**config.mk**
```make
export PLATFORM = sky130hd
export DESIGN_NAME = gray_threshold_run_length_encoder_unit
export DESIGN_NICKNAME = d
export VERILOG_FILES = /design/src/sv/gtrle_pkg.sv /design/src/sv/gtrle_front.sv /design/src/sv/gtrle_queue.sv /design/src/sv/gtrle_back.sv /design/src/sv/gray_threshold_run_length_encoder_unit.sv
export SDC_FILE = /design/constraint.sdc
export NUM_CORES = 1
export LEC_CHECK = 0
export BUFFER_PORTS_ARGS = -buffer_cell sky130_fd_sc_hd__buf_4
export CAP_MARGIN = 20
export CORE_MARGIN = 10
export CORE_UTILIZATION = 45
export DETAILED_ROUTE_END_ITERATION = 8
export GPL_ROUTABILITY_DRIVEN = 0
export PLACE_DENSITY_LB_ADDON = 0.25
export RECOVER_POWER = 100
export SLEW_MARGIN = 30
export SYNTH_ARGS = -nofsm -noshare
export SYNTH_HDL_FRONTEND = slang
export SYNTH_HIERARCHICAL = 1
export SYNTH_SLANG_ARGS = --single-unit
```
**constraint.sdc**
```tcl
create_clock -name i_clk -period 9.4 [get_ports i_clk]
set_clock_uncertainty 0.1 [all_clocks]
set_input_delay 2.35 -clock i_clk [delete_from_list [all_inputs] [get_ports i_clk]]
set_output_delay 2.35 -clock i_clk [all_outputs]
set_load 0.02 [all_outputs]
```
**src/sv/gtrle_pkg.sv**
```systemverilog
// Shared types and constants for the gray threshold run-length encoder.
// Used by every module of the block; depends on nothing else.
`timescale 1ns / 1ps

package gtrle_pkg;

    // Gray weights; the products plus rounding fit 16 bits.
    localparam logic [15:0] WEIGHT_BLUE  = 16'd29;
    localparam logic [15:0] WEIGHT_GREEN = 16'd150;
    localparam logic [15:0] WEIGHT_RED   = 16'd77;
    localparam logic [15:0] GRAY_ROUND   = 16'd128;

    localparam logic [7:0] RUN_LIMIT      = 8'd255;
    localparam logic [7:0] CODE_WHITE     = 8'd255;
    localparam logic [7:0] CODE_BLACK     = 8'd0;
    localparam logic [7:0] CODE_CHANGE    = 8'd255;
    localparam logic [7:0] CODE_NO_CHANGE = 8'd0;
    localparam logic [7:0] THRESHOLD_RST  = 8'd127;

    localparam logic [1:0] KIND_START    = 2'd0;
    localparam logic [1:0] KIND_RUN      = 2'd1;
    localparam logic [1:0] KIND_OVERFLOW = 2'd2;

    localparam logic [0:0] REG_THRESHOLD = 1'b0;

    localparam int QUEUE_DEPTH = 2;

    typedef struct packed {
        logic [7:0] blue;
        logic [7:0] green;
        logic [7:0] red;
        logic       frame_first;
    } t_pixel;

    typedef struct packed {
        logic [7:0] code_byte;
        logic [1:0] byte_kind;
    } t_code;

    // What the front hands to the back for each pixel.
    typedef struct packed {
        logic [7:0] gray;
        logic       frame_first;
    } t_gray_item;

endpackage

```
**src/sv/gtrle_front.sv**
```systemverilog
// Front stage: accepts pixels and registers their gray value.
// Depends on gtrle_pkg.
`timescale 1ns / 1ps

module gtrle_front import gtrle_pkg::*; (
    input  logic       i_clk,
    input  logic       i_rst_n,
    input  logic       i_in_valid,
    output logic       o_in_ready,
    input  t_pixel     i_in_pixel,
    output logic       o_item_valid,
    input  logic       i_item_ready,
    output t_gray_item o_item
);

    logic       r_vld;
    t_gray_item r_item;
    logic [15:0] n_sum;

    assign n_sum = {8'd0, i_in_pixel.blue} * WEIGHT_BLUE
                 + {8'd0, i_in_pixel.green} * WEIGHT_GREEN
                 + {8'd0, i_in_pixel.red} * WEIGHT_RED
                 + GRAY_ROUND;

    assign o_in_ready   = !r_vld || i_item_ready;
    assign o_item_valid = r_vld;
    assign o_item       = r_item;

    always_ff @(posedge i_clk) begin
        if (!i_rst_n) begin
            r_vld <= 1'b0;
        end else if (o_in_ready) begin
            r_vld <= i_in_valid;
        end
    end

    always_ff @(posedge i_clk) begin
        if (i_in_valid && o_in_ready) begin
            r_item.gray        <= n_sum[15:8];
            r_item.frame_first <= i_in_pixel.frame_first;
        end
    end

endmodule

```
**src/sv/gtrle_queue.sv**
```systemverilog
// Short queue that decouples the gray front from the run-length back.
// Depends on gtrle_pkg.
`timescale 1ns / 1ps

module gtrle_queue import gtrle_pkg::*; (
    input  logic       i_clk,
    input  logic       i_rst_n,
    input  logic       i_push_valid,
    output logic       o_push_ready,
    input  t_gray_item i_push_item,
    output logic       o_pop_valid,
    input  logic       i_pop_ready,
    output t_gray_item o_pop_item
);

    localparam int QPTR_W = $clog2(QUEUE_DEPTH);
    localparam int QCNT_W = $clog2(QUEUE_DEPTH + 1);
    localparam logic [QCNT_W-1:0] QCNT_FULL = QCNT_W'(QUEUE_DEPTH);

    t_gray_item        r_mem [QUEUE_DEPTH];
    logic [QPTR_W-1:0] r_wr;
    logic [QPTR_W-1:0] r_rd;
    logic [QCNT_W-1:0] r_cnt;
    logic              push;
    logic              pop;

    assign o_push_ready = (r_cnt != QCNT_FULL);
    assign o_pop_valid  = (r_cnt != '0);
    assign o_pop_item   = r_mem[r_rd];
    assign push         = i_push_valid && o_push_ready;
    assign pop          = i_pop_ready && o_pop_valid;

    always_ff @(posedge i_clk) begin
        if (!i_rst_n) begin
            r_wr  <= '0;
            r_rd  <= '0;
            r_cnt <= '0;
        end else begin
            if (push) begin
                r_wr <= r_wr + 1'b1;
            end
            if (pop) begin
                r_rd <= r_rd + 1'b1;
            end
            if (push && !pop) begin
                r_cnt <= r_cnt + 1'b1;
            end else if (pop && !push) begin
                r_cnt <= r_cnt - 1'b1;
            end
        end
    end

    always_ff @(posedge i_clk) begin
        if (push) begin
            r_mem[r_wr] <= i_push_item;
        end
    end

`ifndef NO_ASSERTIONS
    a_cnt_bound: assert property (@(posedge i_clk) disable iff (!i_rst_n)
        r_cnt <= QCNT_FULL)
        else $error("queue count beyond depth");

    a_cnt_track: assert property (@(posedge i_clk) disable iff (!i_rst_n)
        (push && !pop) |=> (r_cnt == $past(r_cnt) + 1'b1))
        else $error("queue count did not follow a push");
`endif

endmodule

```
**src/sv/gtrle_back.sv**
```systemverilog
// Back stage: thresholds gray values, tracks runs and holds the output code.
// Depends on gtrle_pkg.
`timescale 1ns / 1ps

module gtrle_back import gtrle_pkg::*; (
    input  logic       i_clk,
    input  logic       i_rst_n,
    input  logic [7:0] i_threshold,
    input  logic       i_item_valid,
    output logic       o_item_ready,
    input  t_gray_item i_item,
    output logic       o_out_valid,
    input  logic       i_out_ready,
    output t_code      o_out_code
);

    logic       r_white;
    logic [7:0] r_run;
    logic       r_ovf;
    logic       r_out_vld;
    t_code      r_out;

    logic       n_white;
    logic [7:0] n_run;
    logic       n_ovf;
    logic       n_emit;
    t_code      n_code;
    logic       take;
    logic       first;
    logic       white_gt;
    logic       white_ge;
    logic [7:0] run_inc;

    assign o_item_ready = !r_out_vld || i_out_ready;
    assign take         = i_item_valid && o_item_ready;
    assign o_out_valid  = r_out_vld;
    assign o_out_code   = r_out;

    // A zero run count means no frame has started since reset.
    assign first    = i_item.frame_first || (r_run == 8'd0);
    assign white_gt = (i_item.gray > i_threshold);
    assign white_ge = (i_item.gray >= i_threshold);
    assign run_inc  = r_run + 8'd1;

    always_comb begin
        n_white = r_white;
        n_run   = r_run;
        n_ovf   = r_ovf;
        n_emit  = 1'b0;
        n_code  = '{code_byte: CODE_BLACK, byte_kind: KIND_START};
        if (first) begin
            n_white = white_gt;
            n_run   = 8'd1;
            n_ovf   = 1'b0;
            n_emit  = 1'b1;
            n_code  = '{code_byte: white_gt ? CODE_WHITE : CODE_BLACK,
                        byte_kind: KIND_START};
        end else if (r_ovf) begin
            n_white = white_ge;
            n_run   = 8'd1;
            n_ovf   = 1'b0;
            n_emit  = 1'b1;
            n_code  = '{code_byte: (white_ge != r_white) ? CODE_CHANGE : CODE_NO_CHANGE,
                        byte_kind: KIND_OVERFLOW};
        end else if (white_ge != r_white) begin
            n_white = white_ge;
            n_run   = 8'd1;
            n_emit  = 1'b1;
            n_code  = '{code_byte: r_run, byte_kind: KIND_RUN};
        end else begin
            n_run = run_inc;
            n_ovf = (run_inc == RUN_LIMIT);
        end
    end

    always_ff @(posedge i_clk) begin
        if (!i_rst_n) begin
            r_white   <= 1'b0;
            r_run     <= 8'd0;
            r_ovf     <= 1'b0;
            r_out_vld <= 1'b0;
        end else begin
            if (take) begin
                r_white <= n_white;
                r_run   <= n_run;
                r_ovf   <= n_ovf;
            end
            if (o_item_ready) begin
                r_out_vld <= take && n_emit;
            end
        end
    end

    always_ff @(posedge i_clk) begin
        if (take && n_emit) begin
            r_out <= n_code;
        end
    end

`ifndef NO_ASSERTIONS
    a_ovf_at_limit: assert property (@(posedge i_clk) disable iff (!i_rst_n)
        r_ovf |-> (r_run == RUN_LIMIT))
        else $error("overflow pending without a full run");

    a_run_len_range: assert property (@(posedge i_clk) disable iff (!i_rst_n)
        (r_out_vld && r_out.byte_kind == KIND_RUN) |->
            (r_out.code_byte != 8'd0 && r_out.code_byte != RUN_LIMIT))
        else $error("run length outside 1 to 254");

    a_kind_legal: assert property (@(posedge i_clk) disable iff (!i_rst_n)
        r_out_vld |-> (r_out.byte_kind == KIND_START || r_out.byte_kind == KIND_RUN
                       || r_out.byte_kind == KIND_OVERFLOW))
        else $error("illegal byte kind on output");

    a_run_starts: assert property (@(posedge i_clk) disable iff (!i_rst_n)
        (take && first) |=> (r_run == 8'd1 && !r_ovf))
        else $error("frame start did not open a run of one");
`endif

endmodule

```
**src/sv/gray_threshold_run_length_encoder_unit.sv**
```systemverilog
// Top level of the gray threshold run-length encoder: APB register and glue.
// Depends on gtrle_pkg, gtrle_front, gtrle_queue and gtrle_back.
`timescale 1ns / 1ps

// Takes one BGR pixel per transaction and emits at most one code byte per pixel:
// a start colour on the first pixel of a frame, a run length on each colour
// change, or an overflow marker after a run of 255. The block sustains one
// pixel per clock; a code is presented after its pixel passes the gray
// register, one queue entry and the output register. The input stalls only
// when the receiver holds off long enough to fill the output register, the
// two-entry queue and the gray register. The threshold register sits at byte
// address 0 and should be written only while the block is idle.
module gray_threshold_run_length_encoder_unit import gtrle_pkg::*; (
    input  logic        i_clk,
    input  logic        i_rst_n,
    input  logic        i_in_valid,
    output logic        o_in_ready,
    input  t_pixel      i_in_pixel,
    output logic        o_out_valid,
    input  logic        i_out_ready,
    output t_code       o_out_code,
    input  logic        psel,
    input  logic        penable,
    input  logic        pwrite,
    input  logic [2:0]  paddr,
    input  logic [31:0] pwdata,
    output logic [31:0] prdata,
    output logic        pready
);

    logic [7:0] r_threshold;
    logic       reg_hit;
    logic       f_valid;
    logic       f_ready;
    t_gray_item f_item;
    logic       q_valid;
    logic       q_ready;
    t_gray_item q_item;

    assign pready  = 1'b1;
    assign reg_hit = (paddr[2] == REG_THRESHOLD);
    assign prdata  = reg_hit ? {24'd0, r_threshold} : 32'd0;

    always_ff @(posedge i_clk) begin
        if (!i_rst_n) begin
            r_threshold <= THRESHOLD_RST;
        end else if (psel && penable && pwrite && pready && reg_hit) begin
            r_threshold <= pwdata[7:0];
        end
    end

    gtrle_front u_front (
        .i_clk        (i_clk),
        .i_rst_n      (i_rst_n),
        .i_in_valid   (i_in_valid),
        .o_in_ready   (o_in_ready),
        .i_in_pixel   (i_in_pixel),
        .o_item_valid (f_valid),
        .i_item_ready (f_ready),
        .o_item       (f_item)
    );

    gtrle_queue u_queue (
        .i_clk        (i_clk),
        .i_rst_n      (i_rst_n),
        .i_push_valid (f_valid),
        .o_push_ready (f_ready),
        .i_push_item  (f_item),
        .o_pop_valid  (q_valid),
        .i_pop_ready  (q_ready),
        .o_pop_item   (q_item)
    );

    gtrle_back u_back (
        .i_clk        (i_clk),
        .i_rst_n      (i_rst_n),
        .i_threshold  (r_threshold),
        .i_item_valid (q_valid),
        .o_item_ready (q_ready),
        .i_item       (q_item),
        .o_out_valid  (o_out_valid),
        .i_out_ready  (i_out_ready),
        .o_out_code   (o_out_code)
    );

endmodule
```
# Yosys cells after proc, flatten, opt, wreduce, memory -nomap -nowiden
# Memory sizes are Yosys's and may differ from the RTL's. A register that Yosys moved wholly into a read port is not among the register bits.
# Index checks and enable logic that the tools add are counted.
[totals]
elab_cells = 78
mem_count = 1
in_bits = 67
out_inout_bits = 45
ff_bits = 43
ram_bits = 18
[memory_table]
columns = ["name", "words", "word_bits", "read_ports", "rd_clocked_by_memory_dff", "wr", "line_no", "source"]
rows = [
  ["u_queue.r_mem", 2, 9, 1, 1, 1, "gtrle_queue.sv:20", "t_gray_item r_mem [QUEUE_DEPTH];"],
]
[op_classes]
n_eq_ne = 3
n_lt_le_gt_ge = 2
n_bitwise = 1
add_sub_neg = 8
n_reduce_logical = 22
multipliers = 3
mux = 24
[ops]
columns = ["cell", "n"]
rows = [
  ["$mux W8", 6],
  ["$mul A8 B7 Y15 const B", 2],
  ["$mux W10", 3],
  ["$add A13 B16 Y16", 1],
  ["$add A16 B15 Y16", 1],
  ["$add A16 B8 Y16 const B", 1],
  ["$mul A8 B5 Y13 const B", 1],
  ["$mux W1", 13],
  ["$logic_and A1 B1 Y1", 9],
  ["$add A8 B1 Y8 const B", 1],
  ["$eq A8 B8 Y1 const B", 1],
  ["$ge A8 B8 Y1", 1],
  ["$gt A8 B8 Y1", 1],
  ["$logic_not A8 Y1", 1],
  ["$logic_not A1 Y1", 4],
  ["$mux W2", 2],
  ["$reduce_bool A2 Y1", 2],
  ["$logic_or A1 B1 Y1", 3],
  ["$reduce_bool A3 Y1", 1],
  ["$add A1 B1 Y1 const B", 2],
  ["$add A2 B1 Y2 const B", 1],
  ["$ne A2 B2 Y1 const B", 1],
  ["$reduce_and A2 Y1", 1],
  ["$reduce_or A2 Y1", 1],
  ["other kinds (3)", 3],
]

# Logic depth before layout (Yosys ltp)
# Gate-level depths: netlist (run 1).
[logic_depth]
word_depth = 6
mapped_depth = 27
mapped_depth_nobuf = 27

# Cells and area by module
# The synthesis (run 1) kept the hierarchy.
[by_module_without_submodules]
columns = ["mod", "seq_area_each_um2", "n_inst", "area_each_um2", "cells_per_inst"]
rows = [
  ["gtrle_front", 290.3, 1, 3632.2, 353],
  ["gtrle_back", 520.5, 1, 1370.1, 152],
  ["gtrle_queue", 640.6, 1, 889.6, 52],
  ["gray_threshold_run_length_encoder_unit", 160.2, 1, 625.6, 70],
]

# Least setup slack after synthesis (run 1)
# OpenSTA, ideal clock, no wires.
[synth_path]
path_type = "input port to flip-flop"
from = "input port i_in_pixel[13] (netlist name)"
to = "register u_front.r_item (netlist bit u_front/o_item[8]), data pin"
cell_stages = 23
required_time_ps = 9041
t_arrival_ps = 8077
setup_time_ps = 259
setup_slack_ps = 963
path_buffers = 0
cell_sequence = "ha_1 ha_1 inv_1 fa_1 fa_1 inv_1 ha_1 xnor2_1 fa_1 inv_1 fa_1 fa_1 inv_1 fa_1 ha_1 ha_1 o21ai_0 o21ai_1 a41oi_2 o31ai_2 a21o_1 a21oi_1 xnor2_1"
[synth_between]
elab_chain_cells = 4
[synth_rtl]
columns = ["item", "line_no", "source"]
rows = [
  ["start: declaration", "gray_threshold_run_length_encoder_unit.sv:18", "input t_pixel i_in_pixel,"],
  ["$mul A8 B7 Y15", "gtrle_front.sv:21", "+ {8'd0, i_in_pixel.green} * WEIGHT_GREEN"],
  ["$add A13 B16 Y16", "gtrle_front.sv:21", ""],
  ["$add A16 B15 Y16", "gtrle_front.sv:22", "+ {8'd0, i_in_pixel.red} * WEIGHT_RED"],
  ["$add A16 B8 Y16", "gtrle_front.sv:23", "+ GRAY_ROUND;"],
  ["via u_front.n_sum[15]", "gtrle_front.sv:18", "logic [15:0] n_sum;"],
  ["end: declaration", "gtrle_front.sv:17", "t_gray_item r_item;"],
]
# The timed path passes the listed nets, and every way through them passes these cells.
# A chain may end at the register's enable or synchronous reset.

# Worst setup path in the final report (run 1)
[layout_path]
from = "input port i_in_pixel[12] (netlist name)"
to = "register u_front.r_item (netlist bit u_front/o_item[8]), data pin"
# Same word-level chain as after synthesis.

==> results of run 1 <==
-- flip-flops by register name, summed over array words and instances (netlist names), named ones only --
signal and cells:
u_queue/r_wr 1, u_back/r_white 1, u_queue/r_rd 1, u_back/o_out_code 10
r_threshold 8, u_front/o_item 9, u_back/r_run 8, u_front/o_item_valid 1
u_queue/r_cnt 2, u_queue/r_mem 18, u_back/r_ovf 1, u_back/o_out_valid 1
-- Yosys cell counts, types with 3 or more instances --
cell type and count:
a21o_1 3, nor2b_1 15, nand2_1 18, buf_4 26
and2_1 9, clkbuf_1 6, a31o_1 3, mux2i_1 8
ha_1 111, nand3_1 8, nand2b_1 4, xnor2_1 16
inv_1 115, o21a_1 5, or3_1 3, xor2_1 6
and2b_2 8, fa_1 57, a21oi_1 18, o21ai_1 12
mux2_2 9, nor2_1 33, a21oi_2 3, edfxtp_1 37
dfxtp_1 25, o21ai_0 12, nand4_1 6
-- worst max path at each step --
stage                                    to  cells after the start
final                     u_front/o_item[8]                     28
after global routing      u_front/o_item[8]                     28
after CTS                 u_front/o_item[8]                     28
after detailed placement  u_front/o_item[8]                     28
after global placement    u_front/o_item[8]                     24
after floorplan           u_front/o_item[8]                     23
-- area by class of cell --
type / count / area share [%]
Clock buffer: 11 / 3.39
Clock inverter: 5 / 0.367
Inverter: 115 / 6.03
Multi-Input combinational cell: 436 / 59.4
Sequential cell: 62 / 22.5
Tap cell: 180 / 3.14
Timing Repair Buffer: 60 / 5.14
-- routing by layer --
metal	up-vias	global-route usage [%]	share of wire [%]
li1	2139	-	-
met1	2040	14.8	44
met2	76	22.2	51
met3	5	2.50	4.4
met4	0	2.66	0.78
met5	-	0	0
-- layout by cell type, fill, tap and decap left out, types with 3 or more instances in the layout --
cell       count
mux2i_1        8
dfxtp_1       25
ha_1         111
or3_1          3
clkbuf_16      9
clkinv_2       3
conb_1        25
and2b_2        8
a21o_1         3
nand4_1        6
nand2b_1       5
a211oi_1       4
a31o_1         3
buf_4         36
o21a_1         5
nor2b_1       15
xor2_1         6
fa_1          57
a21oi_1       19
edfxtp_1      37
nor2_1        33
nand3_1        8
clkbuf_1      23
mux2_2         9
and2_1         7
nand2_1       18
xnor2_1       16
o21ai_0       22
inv_1        115
-- cell families after synthesis --
family                     count (synthesis)  synth area share (%)
adders and majority gates                168                  38.8
buffers and inverters                    152                  10.4
and+or+nand+nor                          124                  11.0
AOI/OAI and AO/OA                         79                  8.89
DFF                                       62                  24.7
xor gates and xnor gates                  23                  3.21
muxes                                     17                  2.78
other                                      2                 0.115
-- power groups by stage --
stage          Clock (uW)  Sequential [uW]  Combinational (uW)
2_1_floorplan           0              527                1630
3_3_place_gp            0              509                1980
3_5_place_dp            0              514                2070
4_1_cts               296              508                2090
5_1_grt               309              515                2320
6_report              288              506                1990
-- metrics by stage --
step / total power, uW / area, um^2 / utilization (%) / worst slack (ns) / std cells
3_3_place_gp: 2490 / 7030 / 50.1 / 0.532 / 853
5_1_grt: 3150 / 7160 / 51.0 / 0.272 / 869
6_report: 2780 / 7160 / 51.0 / 0.541 / 869
3_5_place_dp: 2590 / 7030 / 50.1 / 0.382 / 853
4_1_cts: 2900 / 7300 / 52.0 / 0.735 / 869
2_1_floorplan: 2160 / 6600 / - / 0.963 / 650
-- critical path, cell delays in order --
cell and delay, ns:
clkbuf_1 0.23, ha_1 0.29, ha_1 0.28, ha_1 0.27, inv_1 0.05, fa_1 0.49
inv_1 0.04, ha_1 0.35, o21a_1 0.13, o31ai_1 0.14, nand2b_1 0.12, a21oi_1 0.19
xnor2_1 0.14, ha_1 0.27, fa_1 0.52, inv_1 0.05, fa_1 0.46, fa_1 0.55
inv_1 0.04, ha_1 0.29, ha_1 0.34, o21ai_0 0.12, o21ai_0 0.21, a41oi_1 0.12
o31ai_2 0.36, a21o_1 0.20, a21oi_1 0.09, xnor2_1 0.12
==> parameters.txt, run 1 <==
Parameter                              Value

Cells and area
  Area used by multi-input combinational logic ... 0.00426 mm^2
  ANT cells ... 0
  Sequential cell area ... 0.00161 mm^2
  Total Nets Final ... 919
  Fillers ... 1273
  Area added between synthesis and finish ... 9.89%
  Share of cells above drive strength 1 ... 12.8%

Clock network
  Buffer type at the clock tree root ... clkbuf_16
  Count of buffers added by post-CTS timing repair for setup ... 0
  Clock buffers created by TritonCTS ... 9
  Maximum level of the CTS H-tree ... 3
  CTS tree ... done
  Number of instances resized during post-cts repair ... 0
  Max Root-Sink Buffers ... 2
  Clk sinks ... 62
  Clock latency at the later pin of the worst-skew pair ... 0.32 ns
  Post-CTS Hold Fix Bufs ... 0
  Clock edge transition at the registers on the reported setup and hold paths ... 0.05 ns

Critical path
  FF-to-FF path depth ... 8
  Startpoint type of the worst setup path ... input pin
  Critical Path End Type ... flip-flop
  R2r setup slk ... 5.25 ns
  Worst Path Required ... 9.37 ns
  CP Max Fanout ... 5
  Critical R2R Capture ... u_back/o_out_code[5]
  Kind of critical path ... input pin to flip-flop
  Critical Path AT ... 8.82 ns
  Critical path startpoint ... i_in_pixel[12]

Yosys
  Gate Count Post-Synth ... 627
  Post-synthesis sequential element count ... 62
  Mapped cell area ... 0.00652 mm^2
  Leading cell types by total area after synthesis ... ha_1, fa_1, edfxtp_1, dfxtp_1, inv_1
  Post-synth ARST share ... 0%
  Count of flip-flops with a built-in enable after synthesis ... 37
  Area fraction of the dominant cell type after synthesis ... 21.3%
  Average cell area after synthesis ... 10.4 um^2
  Sequential share of the synthesized area ... 24.7%
  Ys Warns ... 6
  Number of library cell types mapped by synthesis ... 68
  Cell type contributing the most total cell area after synthesis ... ha_1
  Most instantiated flip-flop cell in the synthesis netlist ... edfxtp_1

Min path
  Endpoint, Worst Hold ... u_queue/r_mem[0][8]
  Min-Delay Path Class ... flip-flop to flip-flop
  Worst min-delay path startpoint ... u_front/o_item[8]
  Number of cells traversed by the worst hold path ... 0

Power
  Worst IR drop on VDD ... 207 uV
  Total net switching power ... 1260 uW
  Combinational group share of total power ... 71.5%
  Power density normalized to cell area ... 389 mW/mm^2
  Internal power ... 1530 uW
  Leakage power of the design ... 0.00335 uW
  Part of the power in registers ... 18.2%
  Switching Share ... 45.2%
  Clock group share of total power ... 10.4%

Timing
  Hold_ws ... 0.345 ns
  Slew @ Worst Pin ... 1.35 ns
  Share of the cycle needed by the critical path after routing ... 94.2%
  Number of slew-limit violations in the final report ... 0
  Final hold vios ... 0
  Clock period minus worst slack ... 8.86 ns
  Max-Slew Margin vs Limit ... 9.24%
  Top achievable clock speed ... 113 MHz
  Setup repair after global routing missed its margin ... false
  Number of setup violations in the final report ... 0
  Total Negative Setup Slacks ... 0 ns

Die
  Effective utilization at floorplan ... 46.4%
  Vertical die dimension ... 140 um
  Die outline area ... 0.0197 mm^2
  I/O pin cnt ... 112
  Die width ... 140 um
  Number of rows created at floorplan ... 43
  Total core area ... 0.0140 mm^2

Route
  Mean routed wirelength per cell ... 14.0 um
  Wire length reported by the detailed router ... 12100 um
  ANT nets after route ... 0
  Number of DRC violations after detailed-routing iteration 0 ... 156
  Number of design rule violations left after detail routing ... 0
  Number of vias after detailed routing ... 4260
  Detailed-routing iteration count for the pre-antenna-repair pass ... 4
  Via count normalized by instance count ... 4.90

Placement
  Port buffer count ... 60
  Final HPWL DP ... 10300 um

Global routing
  Number of global-route vias before repair ... 4548
  Gr usage total ... 12.4%
  Number of antenna violations at the first check in global routing ... 0
  Global-route wire length before repair ... 20800 um
  Overall overflow remaining after global route ... 0
  Maximum number of pins on one net before global-route repair ... 36

Outcome
  Status ... completed

Run
  Maximum Capacitance Violations ... 0
Note: power is estimated with default switching activity, not from simulation.
==> inputs of run 2 (changes only) <==
--- a/config.mk
+++ b/config.mk
@@ -11,7 +11,7 @@
 export CORE_UTILIZATION = 45
 export DETAILED_ROUTE_END_ITERATION = 8
 export GPL_ROUTABILITY_DRIVEN = 0
-export PLACE_DENSITY_LB_ADDON = 0.25
+export PLACE_DENSITY = 0.66
 export RECOVER_POWER = 100
 export SLEW_MARGIN = 30
 export SYNTH_ARGS = -nofsm -noshare
==> run 2 against run 1 <==
- sequential power is essentially flat
- fmax grew 0.49%
- sequential share of layout area shrank 0.055 points
- critical endpoint unchanged
- clock-buffer cell count grew 1
- critical path depth is the same
- combinational power is essentially flat
- global-route usage is essentially flat
- die area is the same
- setup slack gained 0.043 ns
- largest cell class unchanged
- via count shrank 0.26%
- sequential cell count is the same
==> parameters.txt, run 2 (same netlist as run 1, synthesis figures left out) <==
Parameter                              Value

Cells and area
  Area added between synthesis and finish ... 10.2%
  Max reg flops ... 18 (unchanged)
  ANT cells ... 0 (unchanged)
  Register containing the most flip-flops in the final layout ... u_queue/r_mem
  Final design area excluding fillers ... 0.00718 mm^2 (+0.24%)
  Total Nets Final ... 919 (unchanged)
  Share of cells above drive strength 1 ... 12.9% (+0.15 points)
  Most common cell after layout, fill and taps aside ... inv_1
  Share of the core filled with cells ... 51.1% (+0.12 points)
  Highest-count cells in the layout ignoring fill and taps ... inv_1, ha_1, fa_1
  Final Non-Filler Cells ... 869 (unchanged)

Power
  Power density normalized to cell area ... 391 mW/mm^2 (+0.52%)
  Worst IR drop on VDD ... 180 uV (-13%)
  Internal power ... 1530 uW (+0.47%)
  Leakage power of the design ... 0.00336 uW (+0.28%)
  Combinational group share of total power ... 71.0% (-0.5 points)
  Part of the power in registers ... 18.1% (about the same)
  Total net switching power ... 1270 uW (+1.1%)
  Switching Share ... 45.3% (+0.16 points)
  Clock group share of total power ... 10.9% (+0.5 points)

Critical path
  Most common cell type on the critical path ... ha_1
  Startpoint type of the worst setup path ... input pin
  Worst Path Required ... 9.37 ns (about the same)
  Max incr delay on CP ... 0.54 ns (about the same)
  FF-to-FF path depth ... 8 (unchanged)
  Critical Path AT ... 8.79 ns (-0.03 ns)
  Critical Path End Type ... flip-flop
  Kind of critical path ... input pin to flip-flop
  R2r setup slk ... 5.17 ns (-0.08 ns)
  CP max stage cell ... fa_1
  CP Max Fanout ... 5 (unchanged)
  Crit path max-delay family ... adder cells
  Critical R2R Capture ... u_back/o_out_code[0]
  Count of buffer and inverter cells on the critical path ... 5 (unchanged)

Route
  Via count normalized by instance count ... 4.89 (-0.26%)
  ANT nets after route ... 0 (unchanged)
  Number of vias after detailed routing ... 4249 (-0.26%)
  Wire length reported by the detailed router ... 12100 um (-0.73%)
  Number of design rule violations left after detail routing ... 0 (unchanged)
  Highest layer used for signal routing ... met4
  Total routed wire length on the met1 layer ... 5420 um (+0.86%)
  Routed length on met2 ... 5870 um (-4.5%)
  Mean routed wirelength per cell ... 13.9 um (-0.73%)
  Detailed-routing iteration count for the pre-antenna-repair pass ... 4 (unchanged)
  WL met3 ... 591 um (+11%)
  Number of DRC violations after detailed-routing iteration 0 ... 135 (-13%)

Die
  Vertical die dimension ... 140 um (unchanged)
  Total core area ... 0.0140 mm^2 (unchanged)
  Die width ... 140 um (unchanged)
  Die outline area ... 0.0197 mm^2 (unchanged)
  Effective utilization at floorplan ... 46.4% (unchanged)
  I/O pin cnt ... 112 (unchanged)
  Number of rows created at floorplan ... 43 (unchanged)

Clock network
  Clk sinks ... 62 (unchanged)
  Count of buffers added by post-CTS timing repair for setup ... 0 (unchanged)
  Clock buffers created by TritonCTS ... 9 (unchanged)
  Max Root-Sink Buffers ... 2 (unchanged)
  Maximum level of the CTS H-tree ... 3 (unchanged)
  Clock edge transition at the registers on the reported setup and hold paths ... 0.05 ns (about the same)
  Number of instances resized during post-cts repair ... 0 (unchanged)
  Clock latency at the later pin of the worst-skew pair ... 0.32 ns (about the same)
  Buffer type at the clock tree root ... clkbuf_16
  CTS tree ... done
  Post-CTS Hold Fix Bufs ... 0 (unchanged)

Timing
  Number of slew-limit violations in the final report ... 0 (unchanged)
  Post-route setup slack ... 0.584 ns (+0.0429 ns)
  Final hold vios ... 0 (unchanged)
  Max-Slew Margin vs Limit ... 2.35% (-6.9 points)
  Clock period minus worst slack ... 8.82 ns (-0.0429 ns)
  Total Negative Setup Slacks ... 0 ns (unchanged)
  Number of setup violations in the final report ... 0 (unchanged)
  Slew @ Worst Pin ... 1.46 ns (+0.103 ns)
  Share of the cycle needed by the critical path after routing ... 93.8% (-0.46 points)
  Setup repair after global routing missed its margin ... false
  Top achievable clock speed ... 113 MHz (+0.49%)

Placement
  Final HPWL DP ... 10100 um (-2.2%)
  Post-placement cell count ... 853 (unchanged)
  Port buffer count ... 60 (unchanged)
  Dpl cell area ... 0.00703 mm^2 (unchanged)
  Post-place setup slack ... 0.454 ns (+0.0721 ns)

Global routing
  Maximum number of pins on one net before global-route repair ... 36 (unchanged)
  Number of antenna violations at the first check in global routing ... 0 (unchanged)
  Gr usage total ... 12.4% (+0.012 points)
  Global-route wire length before repair ... 20800 um (+0.16%)
  Number of global-route vias before repair ... 4517 (-0.68%)
  Overall overflow remaining after global route ... 0 (unchanged)

Min path
  Min-Delay Path Class ... flip-flop to flip-flop
  Worst min-delay path startpoint ... u_front/o_item[5]
  Number of cells traversed by the worst hold path ... 0 (unchanged)
  Endpoint, Worst Hold ... u_queue/r_mem[1][5]

Outcome
  Status ... completed

Run
  Maximum Capacitance Violations ... 0 (unchanged)
==> run 2: cell types whose count changed in the layout (fill, tap and decap cells not counted), sizes merged <==
cell      delta
clkinv       -2
clkbuf       +1
clkinvlp     -1
inv          +2
==> run 2: cell type report <==
| class | count | area [um^2] |
|---|---|---|
| clock inverter | 4 | 30.0 |
| multi-input combinational | 436 | 4260 |
| inverter | 115 | 432 |
| timing repair buffer | 60 | 368 |
| clock buffer | 12 | 256 |
| fill | 1292 | 6860 |
| sequential | 62 | 1610 |
| tap | 180 | 225 |
==> run 2: worst max path at each step <==
stage / startpoint / endpoint / slack [ns] / depth (start not counted)
floorplan: i_in_pixel[13] / u_front/o_item[8] / 0.96 / 23
global placement: i_in_pixel[13] / u_front/o_item[8] / 0.54 / 24
detailed placement: i_in_pixel[13] / u_front/o_item[8] / 0.45 / 24
CTS: i_in_pixel[13] / u_front/o_item[8] / 0.78 / 24
global route: i_in_pixel[12] / u_front/o_item[8] / 0.25 / 28
finish: i_in_pixel[12] / u_front/o_item[8] / 0.58 / 28
==> run 2: metal layers <==
layer | track usage [%] | up-vias
li1 | - | 2141
met1 | 15.3 | 2007
met2 | 21.1 | 89
met3 | 2.10 | 12
met4 | 4.40 | 0
met5 | 0 | -
==> run 2: power by group through the flow <==
| stage | sequential, uW | combinational (uW) | clock, uW |
|---|---|---|---|
| floorplan | 527 | 1630 | 0 |
| global placement | 509 | 1980 | 0 |
| detailed placement | 515 | 2060 | 0 |
| CTS | 509 | 2090 | 312 |
| global route | 516 | 2280 | 327 |
| finish | 507 | 1990 | 306 |
==> run 2: worst reg2reg max path, cell delays in order (launching register included) <==
cell and delay [ns]:
dfxtp_1 0.55, mux2_2 0.39, ha_1 0.29, a21oi_1 0.07, o21ai_0 0.35, nor2_1 0.09, a211oi_1 1.19, nor2_1 0.20
nor2_1 0.64
==> run 2: through the flow <==
stage | hold slack [ns] | power [uW]
final | 0.345 | 2800
after global routing | 0.362 | 3120
after CTS | 0.345 | 2910
after detailed placement | 0.335 | 2570
after global placement | 0.323 | 2490
after floorplan | 0.321 | 2160
==> inputs of run 3 (changes only) <==
--- a/config.mk
+++ b/config.mk
@@ -7,6 +7,7 @@
 export LEC_CHECK = 0
 export BUFFER_PORTS_ARGS = -buffer_cell sky130_fd_sc_hd__buf_4
 export CAP_MARGIN = 20
+export CORE_ASPECT_RATIO = 2
 export CORE_MARGIN = 10
 export CORE_UTILIZATION = 45
 export DETAILED_ROUTE_END_ITERATION = 8
==> constraint.sdc (replaced) <==
create_clock -name i_clk -period 10.8 [get_ports i_clk]
set_clock_uncertainty 0.1 [all_clocks]
set_input_delay 2.7 -clock i_clk [delete_from_list [all_inputs] [get_ports i_clk]]
set_output_delay 2.7 -clock i_clk [all_outputs]
set_load 0.02 [all_outputs]
==> run 3 against run 2 <==
- the flow now finishes with violations (max-capacitance violations)
- register-to-register slack better by 1.4 ns
- global-route usage up 1.5 points
- non-clock buffer count unchanged
- highest routed layer unchanged
- critical path type unchanged
==> parameters.txt, run 3 (same netlist as run 1, synthesis figures left out) <==
Parameter                              Value

Timing
  Clock period minus worst slack ... 9.31 ns
  Max-Slew Margin vs Limit ... 1.75% (-0.60 points)
  Total Negative Setup Slacks ... 0 ns (unchanged)
  Post-route setup slack ... 1.49 ns (+0.908 ns)
  Number of slew-limit violations in the final report ... 0 (unchanged)
  Share of the cycle needed by the critical path after routing ... 86.2%
  Slew @ Worst Pin ... 1.46 ns (+0.00889 ns)
  Final hold vios ... 0 (unchanged)
  Setup repair after global routing missed its margin ... false
  Number of setup violations in the final report ... 0 (unchanged)
  Top achievable clock speed ... 107 MHz

Die
  Effective utilization at floorplan ... 45.7% (-0.75 points)
  I/O pin cnt ... 112 (unchanged)
  Vertical die dimension ... 190 um (+36%)
  Die width ... 105 um (-25%)
  Total core area ... 0.0143 mm^2 (+1.6%)
  Die outline area ... 0.0200 mm^2 (+1.5%)
  Number of rows created at floorplan ... 62 (+44%)

Critical path
  CP Max Fanout ... 5 (unchanged)
  Worst Path Required ... 10.78 ns (+1.41 ns)
  Startpoint type of the worst setup path ... input pin
  Critical Path End Type ... flip-flop
  Most common cell type on the critical path ... ha_1
  Kind of critical path ... input pin to flip-flop
  Max incr delay on CP ... 0.55 ns (about the same)
  Crit path max-delay family ... adder cells
  Critical Path AT ... 9.29 ns (+0.50 ns)
  CP max stage cell ... fa_1
  Count of buffer and inverter cells on the critical path ... 5 (unchanged)

Route
  Wire length reported by the detailed router ... 13300 um (+9.9%)
  Number of vias after detailed routing ... 4379 (+3.1%)
  Detailed-routing iteration count for the pre-antenna-repair pass ... 6 (+2)
  ANT nets after route ... 0 (unchanged)
  Number of DRC violations after detailed-routing iteration 0 ... 114 (-16%)
  Via count normalized by instance count ... 4.97 (+1.7%)
  Mean routed wirelength per cell ... 15.0 um (+8.4%)
  Number of design rule violations left after detail routing ... 0 (unchanged)

Power
  Leakage power of the design ... 0.00337 uW (+0.18%)
  Worst IR drop on VDD ... 228 uV (+27%)
  Power density normalized to cell area ... 342 mW/mm^2 (-12%)

Cells and area
  Most common cell after layout, fill and taps aside ... inv_1
  Max reg flops ... 18 (unchanged)
  Fillers ... 1400 (+8.4%)
  Highest-count cells in the layout ignoring fill and taps ... inv_1, ha_1, fa_1
  Share of cells above drive strength 1 ... 12.3% (-0.58 points)
  Register containing the most flip-flops in the final layout ... u_queue/r_mem
  Area added between synthesis and finish ... 10.6%
  Total Nets Final ... 919 (unchanged)
  ANT cells ... 0 (unchanged)

Clock network
  CTS tree ... done
  Maximum level of the CTS H-tree ... 3 (unchanged)
  Count of buffers added by post-CTS timing repair for setup ... 0 (unchanged)
  Clock edge transition at the registers on the reported setup and hold paths ... 0.05 ns (about the same)
  Clk sinks ... 62 (unchanged)
  Buffer type at the clock tree root ... clkbuf_16
  Number of instances resized during post-cts repair ... 0 (unchanged)
  Max Root-Sink Buffers ... 2 (unchanged)
  Clock buffers created by TritonCTS ... 9 (unchanged)
  Clock latency at the later pin of the worst-skew pair ... 0.33 ns (about the same)
  Post-CTS Hold Fix Bufs ... 0 (unchanged)

Min path
  Min-Delay Path Class ... flip-flop to flip-flop

Global routing
  Overall overflow remaining after global route ... 0 (unchanged)
  Global-route wire length before repair ... 22600 um (+8.5%)
  Gr usage total ... 13.8% (+1.5 points)
  Maximum number of pins on one net before global-route repair ... 36 (unchanged)
  Number of global-route vias before repair ... 4949 (+9.6%)
  Number of antenna violations at the first check in global routing ... 0 (unchanged)

Placement
  Final HPWL DP ... 11600 um (+15%)
  Port buffer count ... 60 (unchanged)
  Post-place setup slack ... 1.36 ns (+0.910 ns)

Outcome
  Failing checks ... max-capacitance violations
  Status ... finished with violations

Run
  Maximum Capacitance Violations ... 1 (+1)
[run 3: worst register-to-register path, cell delays in order, from the launching register on]
cell and delay [ns]:
dfxtp_1 0.53, mux2_2 0.39, ha_1 0.29, nor2b_1 0.14, o211ai_1 0.28, a311oi_2 0.15, a211oi_1 1.18, nor2_1 0.19
nor2_1 0.63
[run 3: routing by layer]
layer  vias up  wire length (um)  track usage [%]
met3        32               483             3.05
met2        98              7870             28.2
met1      2114              4380             11.7
met5         -                 0                0
met4         0               513             7.48
li1       2135                 -                -
[run 3: through the flow]
step	hold WS, ns	instance area (um^2)	utilization, %	cells	power, uW
after floorplan	0.321	6600	-	650	1880
after global placement	0.322	7050	49.4	865	2200
after detailed placement	0.332	7050	49.4	865	2270
after CTS	0.344	7360	51.6	881	2600
after global routing	0.353	7210	50.5	881	2760
final	0.342	7210	50.5	881	2470
[run 3: final cells by class]
class / instances / area (um^2) / area share [%]
clock inverters: 6 / 86.3 / 1.20
clock buffers: 10 / 229 / 3.18
flip-flops and latches: 62 / 1610 / 22.3
multi-input cells: 436 / 4240 / 58.9
well taps: 192 / 240 / 3.33
repair buffers: 60 / 368 / 5.10
inverters: 115 / 432 / 5.99
[run 3: power breakdown]
part           internal (uW)  switching [uW]  total, uW
clock network            202            98.7        300
registers                413            27.2        440
logic                    747             980       1730
total                   1360            1110       2470
[run 3: final timing paths]
| kind | slack [ns] | depth (start not counted) | start | to |
|---|---|---|---|---|
| worst max-delay path | 1.49 | 28 | i_in_pixel[12] | u_front/o_item[8] |
| worst min-delay path | 0.34 | 0 | u_front/o_item[2] | u_queue/r_mem[0][2] |
| worst max register to register | 6.55 | 8 | flip-flop | u_back/o_out_code[7] |
| worst min register to register | 0.34 | 0 | u_front/o_item[2] | u_queue/r_mem[0][2] |
